$ cat config.mk
export PLATFORM = sky130hd
export DESIGN_NAME = hnms_cell
export DESIGN_NICKNAME = d
export VERILOG_FILES = /design/src/sv/hnms_pkg.sv /design/src/sv/hnms_cell.sv
export SDC_FILE = /design/constraint.sdc
export NUM_CORES = 1
export LEC_CHECK = 0
export BUFFER_PORTS_ARGS = -buffer_cell sky130_fd_sc_hd__buf_2
export CAP_MARGIN = 20
export CELL_PAD_IN_SITES_DETAIL_PLACEMENT = 0
export CELL_PAD_IN_SITES_GLOBAL_PLACEMENT = 1
export CORE_MARGIN = 1
export CORE_UTILIZATION = 37
export DETAILED_ROUTE_END_ITERATION = 6
export PLACE_DENSITY_LB_ADDON = 0.05
export SETUP_SLACK_MARGIN = 0.3
export SLEW_MARGIN = 20
export SYNTH_ARGS = -nofsm -noshare
export SYNTH_HDL_FRONTEND = slang
export SYNTH_SLANG_ARGS = --single-unit
$ cat constraint.sdc
create_clock -name clk_i -period 2.5 [get_ports clk_i]
set_input_delay 0.375 -clock clk_i [delete_from_list [all_inputs] [get_ports clk_i]]
set_output_delay 0.375 -clock clk_i [all_outputs]
set_load 0.01 [all_outputs]
$ cat src/sv/hnms_pkg.sv
// ----------------------------------------------------------------------------
// hnms_pkg: shared types and constants for the heatmap window-max NMS block
// Score type, register index codes, register reset values and default sizes.
// ----------------------------------------------------------------------------
package hnms_pkg;

  localparam int SCORE_W      = 16;
  localparam int COORD_W      = 10;
  localparam int CFG_IDX_W    = 2;
  localparam int CFG_DATA_W   = 16;
  localparam int FRAME_DIM_W  = 11;
  localparam int RADIUS_CFG_W = 2;

  localparam int MAX_WIDTH_DEF  = 1024;
  localparam int MAX_RADIUS_DEF = 2;
  localparam int MAX_HEIGHT     = 1024;

  typedef logic [SCORE_W-1:0] score_t;

  typedef enum logic [CFG_IDX_W-1:0] {
    CFG_FRAME_WIDTH     = 2'd0,
    CFG_FRAME_HEIGHT    = 2'd1,
    CFG_WINDOW_RADIUS   = 2'd2,
    CFG_SCORE_THRESHOLD = 2'd3
  } cfg_index_e;

  localparam logic [FRAME_DIM_W-1:0]  RST_FRAME_WIDTH   = 11'd640;
  localparam logic [FRAME_DIM_W-1:0]  RST_FRAME_HEIGHT  = 11'd352;
  localparam logic [RADIUS_CFG_W-1:0] RST_WINDOW_RADIUS = 2'd2;
  localparam score_t                  RST_THRESHOLD     = 16'd3277;

endpackage

$ cat src/sv/hnms_cell.sv
// ----------------------------------------------------------------------------
// hnms_cell: one window column
// Holds a column of scores, hands it to the next cell on each shift and
// flags any in-image score above the window center.
// ----------------------------------------------------------------------------
module hnms_cell #(
  parameter int Rows = 5
) (
  input  logic                        clk_i,
  input  logic                        shift_i,
  input  hnms_pkg::score_t [Rows-1:0] col_i,
  output hnms_pkg::score_t [Rows-1:0] col_o,
  input  logic                        col_ok_i,
  input  logic [Rows-1:0]             row_ok_i,
  input  hnms_pkg::score_t            center_i,
  output logic                        gt_o
);
  import hnms_pkg::*;

  score_t [Rows-1:0] col_q;
  logic   [Rows-1:0] gt_row;

  always_ff @(posedge clk_i) begin
    if (shift_i) begin
      col_q <= col_i;
    end
  end

  always_comb begin
    for (int k = 0; k < Rows; k++) begin
      gt_row[k] = row_ok_i[k] && (col_q[k] > center_i);
    end
  end

  assign col_o = col_q;
  assign gt_o  = col_ok_i && (|gt_row);

endmodule

After elaboration in Yosys (flattened, before gate mapping). Cells that the tools add are included.

Bits of input ports: 104. Word-level logic and storage cells: 17. Register bits: 80.

Reductions and logical operators: 7. Magnitude comparators: 5.

Operators with widths (count): $gt 16x16->1 (5); $logic_and 1x1->1 (6); $reduce_or 5->1 (1).

Logic depth before layout (Yosys ltp). Gate-level depths: netlist (run 1).

Depth in word-level cells: 4. Depth in mapped cells: 8. Gate-level depth less buffers: 8.

Worst setup path after synthesis (run 1). Ideal clock, no wire load.

Path kind: register to output. Start point: register col_q, in the netlist col_o[14]. End point: output gt_o. Data arrival time: 2075 ps. Cell stages (with the launch flop): 8. Slack: 50 ps. Cell sequence: edfxtp_1 > ha_1 > a21oi_2 > nand2_1 > a221o_1 > o311ai_1 > nand2_1 > o41a_1.

Word-level cells in the longest chain between the ends: 4.

Ends and longest elaborated chain: start: declaration (line hnms_cell.sv:20) `score_t [Rows-1:0] col_q;`; start signal: assignment (line hnms_cell.sv:25) `col_q <= col_i;`; $gt 16x16->1 (line hnms_cell.sv:31) `gt_row[k] = row_ok_i[k] && (col_q[k] > center_i);`; $logic_and 1x1->1 (line hnms_cell.sv:31); $reduce_or 5->1 (line hnms_cell.sv:36) `assign gt_o = col_ok_i && (|gt_row);`; $logic_and 1x1->1 (line hnms_cell.sv:36); end: declaration (line hnms_cell.sv:16) `output logic gt_o`.

No other way between the ends.

Worst setup path after layout (run 1).
Start point: register col_q, in the netlist col_o[74]. End point: output gt_o.

The elaborated chain is that of the path after synthesis.

==> results.sh, run 1 <==
export IMPL_status="complete, but fails checks"
export IMPL_failed_checks="negative setup slack"
export IMPL_track_usage_pct=20.3
export IMPL_fin_crit_sh_pct=118
export IMPL_drv_cap=0
export IMPL_cp_max_fo=2
export IMPL_grt_max_degree=45
export IMPL_switching_share_pct=25.1
export IMPL_gr_total_overflow=0
export IMPL_instances_no_fill=701
export IMPL_irDropWorstVdd_uv=517
export IMPL_clkSinkCount=80
export IMPL_place_area_um2=5770
export IMPL_period_needed_ns=2.96
export IMPL_htree_num_levels=3
export IMPL_fin_hold_ws_ns=0.198
export IMPL_die_area_um2=11800
export IMPL_setup_ws_ns=-0.459
export IMPL_start_kind="register"
export IMPL_antenna_left=0
export IMPL_largest_reg_flops=80
export IMPL_via_per_inst=4.86
export IMPL_postCtsHoldBufs=0
export IMPL_core_um2=10900
export IMPL_maxSlewViolCount=0
export IMPL_end_kind="output port"
export IMPL_setup_viol=1
export IMPL_cts_inserted_buffers=9
export IMPL_cts_tree="yes"
export IMPL_antenna_found_initial=0
export IMPL_syn_inst=295
export IMPL_intPower_uw=2860
export IMPL_die_h_um=108
export IMPL_drc=0
export IMPL_power_uw=3830
export IMPL_placed_cells=675
export IMPL_cp_arrival_ns=2.58
export IMPL_layout_nets=741
export IMPL_seq_area_frac_synth_pct=57.3
export IMPL_fmax_ghz=0.338
export IMPL_diodes=0
export IMPL_portBuffers=184
export IMPL_grt_pass1_wl_mm=17.5
export IMPL_place_ws_ns=-0.331
export IMPL_root_buffer="clkbuf_16"
export IMPL_grt_pass1_vias=3532
export IMPL_die_x_um=108
export IMPL_syn_area_per_cell_um2=14.2
export IMPL_p_sw_uw=961
export IMPL_initial_core_util_pct=38.4
export IMPL_power_density_nw_per_um2=608
export IMPL_drtPass1Iterations=4
export IMPL_yosysUniqueCellTypes=26
export IMPL_p_comb_share_pct=20.0
export IMPL_yosys_warnings=0
export IMPL_clk_path_buf_depth=2
export IMPL_globalplace_congestion=0.798
export IMPL_syn_to_final_growth_pct=49.9
export IMPL_io_pins=185
export IMPL_drtIter0Drc=132
export IMPL_crit_required_ns=2.12
export IMPL_synthFlopType="edfxtp_1"
export IMPL_wl_mm=11.4
export IMPL_clkTransAtPathRegs_ns=0.06
export IMPL_critical_path_class="register to output port"
export IMPL_dpl_hpwl_mm=9.11
export IMPL_worstMarginPinSlew_ns=0.510
export IMPL_p_clk_share_pct=36.2
export IMPL_synth_edf_count=80
export IMPL_synthArstFlopShare_pct=0
export IMPL_netlist_area_um2=4200
export IMPL_drive_gt1_share_pct=51.5
export IMPL_hold_viol_final=0
export IMPL_seqPwrFrac_pct=43.7
export IMPL_cellLeakagePower_uw=0.00295
export IMPL_placementRows=38
export IMPL_holdPathStages=1
export IMPL_vias=3405
export IMPL_hold_path_class="primary input to register"
export IMPL_avgRoutedWirePerCell_um=16.3
export IMPL_slew_headroom_pct=66.0
export IMPL_synth_seq_cells=80
export IMPL_final_cell_area_um2=6290
export IMPL_rsz0062_at_grt="true"
export IMPL_synth_fp_nets=479
[cell usage in the layout (no fill, tap or decap), drive strengths merged]
cell,n
buf,251
edfxtp,80
ha,80
a21oi,23
inv,19
nand4,17
a21o,11
nand2,9
clkbuf,9
nand3,7
o21ai,7
nor2b,6
a221o,5
o211ai,4
nor2,4
a31oi,3
clkinv,3
clkinvlp,2
o21a,2
and4,2
a221oi,2
bufinv,2
a2111oi,2
or4,2
o311ai,2
and2,2
and3,2
o21bai,1
nand2b,1
o41a,1
[per-layer routing]
metal | global-route usage (%) | vias up | routed length (um)
li1 | - | 1706 | -
met1 | 25.6 | 1571 | 5220
met2 | 33.0 | 116 | 5310
met3 | 5.97 | 12 | 701
met4 | 7.05 | 0 | 183
met5 | 0 | - | 0
[kinds of logic (layout without fill, tap and decap cells)]
| family | count (synthesis) | in the layout | synth area share (%) |
|---|---|---|---|
| AO/OA/AOI/OAI | 63 | 63 | 10.1 |
| AND/OR/NAND/NOR | 52 | 52 | 6.95 |
| flip-flops | 80 | 80 | 57.3 |
| adder cells (fa/ha/maj) | 80 | 80 | 23.9 |
| buffers and inverters | 20 | 286 | 1.79 |
[layout make-up]
class	instances	area [um2]
Multi-Input combinational cell	195	1880
Inverter	20	78.8
Clock buffer	9	225
Clock inverter	6	85.1
Tap cell	140	175
Timing Repair Buffer	251	1440
Sequential cell	80	2400
Fill cell	987	4650
[worst max-delay path, stage by stage, from the launching register on]
cell and delay (ns):
edfxtp_1 0.40, ha_1 0.31, and3_4 0.18, a221o_1 0.36, a221oi_2 0.39, a31oi_1 0.14, o41a_1 0.31, buf_2 0.15
[synth_stat cells (all sizes together) (3+ instances only)]
cell type / n / area, um2
edfxtp: 80 / 2400
ha: 80 / 1000
a21oi: 23 / 123
inv: 20 / 75.1
nand4: 17 / 106
a21o: 11 / 82.6
nand2: 9 / 33.8
nand3: 7 / 35.0
o21ai: 7 / 35.0
nor2b: 6 / 37.5
a221o: 5 / 50.1
nor2: 4 / 15.0
o211ai: 4 / 30.0
a31oi: 3 / 18.8
[timing repair]
item | in CTS | in global routing
endpoints found under the hold margin | 0 | 0
resized for setup | 7 | 10
endpoints found under the setup margin | 1 | 1
pin swaps | 29 | 7
buffers inserted | 8 | 3
[per-stage QoR]
step	util [%]	TNS, ns
2_1_floorplan	-	0
3_3_place_gp	52.7	-0.347
3_5_place_dp	52.7	-0.331
4_1_cts	56.7	-0.445
5_1_grt	57.5	-0.528
6_report	57.5	-0.459
[path summary, 6_finish.rpt]
path,from,end,slack (ns)
worst max-delay path,col_o[74]$_DFFE_PP_,gt_o,-0.46
worst min-delay path,col_i[25],col_o[25]$_DFFE_PP_,0.20
[power groups by stage]
stage          registers [uW]  clock network, uW  logic, uW
2_1_floorplan            1740                  0        271
6_report                 1670               1390        766
4_1_cts                  1670               1420        756
5_1_grt                  1690               1470        866
3_5_place_dp             1700                  0        724
3_3_place_gp             1700                  0        705
No activity file was read; power rests on OpenSTA's default activity.
==> run 2, diff against run 1 <==
==> constraint.sdc (replaced) <==
create_clock -name clk_i -period 3 [get_ports clk_i]
set_input_delay 0.45 -clock clk_i [delete_from_list [all_inputs] [get_ports clk_i]]
set_output_delay 0.45 -clock clk_i [all_outputs]
set_load 0.01 [all_outputs]
==> results.sh, run 2 (synthesized netlist as in run 1, its figures left out) <==
export IMPL_globalplace_congestion=0.756
export IMPL_irDropWorstVdd_uv=448
export IMPL_syn_to_final_growth_pct=44.3
export IMPL_grt_max_degree=81
export IMPL_final_common_cell="buf_2"
export IMPL_via_per_inst=4.94
export IMPL_grt_pass1_vias=3285
export IMPL_drive_gt1_share_pct=48.7
export IMPL_critPathBufInv=1
export IMPL_track_usage_pct=19.4
export IMPL_hold_start="col_i[69]"
export IMPL_diodes=0
export IMPL_grt_pass1_wl_mm=16.6
export IMPL_die_h_um=108
export IMPL_start_kind="register"
export IMPL_gr_total_overflow=0
export IMPL_setup_ws_ns=-0.0806
export IMPL_clkTransAtPathRegs_ns=0.06
export IMPL_io_pins=185
export IMPL_postCtsHoldBufs=0
export IMPL_avgRoutedWirePerCell_um=16.7
export IMPL_cp_slowest_stage_delay_ns=0.53
export IMPL_setup_viol=1
export IMPL_crit_required_ns=2.55
export IMPL_hold_path_class="primary input to register"
export IMPL_initial_core_util_pct=38.4
export IMPL_fmax_ghz=0.325
export IMPL_period_needed_ns=3.08
export IMPL_path_cells="ha_4 > nand4_1 > or4_4 > o311ai_2 > nand2_1 > o41a_1 > buf_2"
export IMPL_cts_tree="yes"
export IMPL_clk_path_buf_depth=2
export IMPL_tns_ns=-0.0806
export IMPL_vias=3312
export IMPL_clkSinkCount=80
export IMPL_slowest_stage="or4_4"
export IMPL_power_density_nw_per_um2=508
export IMPL_placementRows=38
export IMPL_core_um2=10900
export IMPL_final_cell_mix="buf_2 (183), edfxtp_1 (80), ha_1 (68), buf_4 (36), a21oi_1 (21)"
export IMPL_largest_reg_flops=80
export IMPL_end_kind="output port"
export IMPL_fin_hold_ws_ns=0.274
export IMPL_die_x_um=108
export IMPL_fin_crit_sh_pct=103
export IMPL_worstSetupStartpoint="col_o[15]$_DFFE_PP_"
export IMPL_antenna_found_initial=0
export IMPL_status="complete, but fails checks"
export IMPL_failed_checks="negative setup slack"
export IMPL_drtPass1Iterations=4
export IMPL_cts_inserted_buffers=9
export IMPL_drv_cap=0
export IMPL_dpl_hpwl_mm=8.89
export IMPL_antenna_left=0
export IMPL_wl_mm=11.2
export IMPL_slew_headroom_pct=33.2
export IMPL_cp_max_fo=3
export IMPL_portBuffers=184
export IMPL_power_uw=3070
export IMPL_die_area_um2=11800
export IMPL_post_route_util_pct=55.4
export IMPL_cellLeakagePower_uw=0.00279
export IMPL_place_area_um2=5490
export IMPL_critical_path_class="register to output port"
export IMPL_cp_arrival_ns=2.63
export IMPL_drc=0
export IMPL_worstMarginPinSlew_ns=1.00
export IMPL_maxSlewViolCount=0
export IMPL_hold_viol_final=0
export IMPL_rsz0062_at_grt="true"
export IMPL_root_buffer="clkbuf_16"
export IMPL_htree_num_levels=3
export IMPL_layout_nets=709
export IMPL_cpLargestDelayFamily="simple AND/OR/NAND/NOR gates"
export IMPL_final_cell_area_um2=6060
export IMPL_drtIter0Drc=180
[run 2: path summary, 6_finish.rpt]
kind  slack [ns]                  end  cells after the start
max        -0.08                 gt_o                      7
min         0.27  col_o[69]$_DFFE_PP_                      1
[run 2: timing repair]
action                                  CTS  global route
pin swaps                                22            18
resized for setup                        11            14
buffers inserted                          6             3
endpoints found under the setup margin    1             1
[run 2: per-layer routing]
layer | track usage, % | routed length, um
met5 | 0 | 0
met4 | 6.66 | 142
met3 | 5.49 | 769
met2 | 31.5 | 5180
met1 | 24.8 | 5100
[run 2: area by class of cell]
type / count / area, um2
Tap cell: 140 / 175
Sequential cell: 80 / 2400
Inverter: 20 / 78.8
Clock buffer: 9 / 225
Clock inverter: 7 / 71.3
Timing Repair Buffer: 219 / 1190
Fill cell: 985 / 4880
Multi-Input combinational cell: 195 / 1920
[run 2: where the power goes]
group / switching, uW / internal [uW] / leakage [uW]
Clock: 444 / 644 / 0.000141
Combinational: 297 / 293 / 0.00187
Sequential: 60.9 / 1330 / 0.000783
Total: 802 / 2270 / 0.00279
[run 2: stage by stage]
stage,setup slack (ns),cells
final,-0.0806,670
after global routing,-0.163,670
after CTS,-0.109,667
after detailed placement,-0.160,645
after global placement,-0.120,645
after floorplan,0.418,295
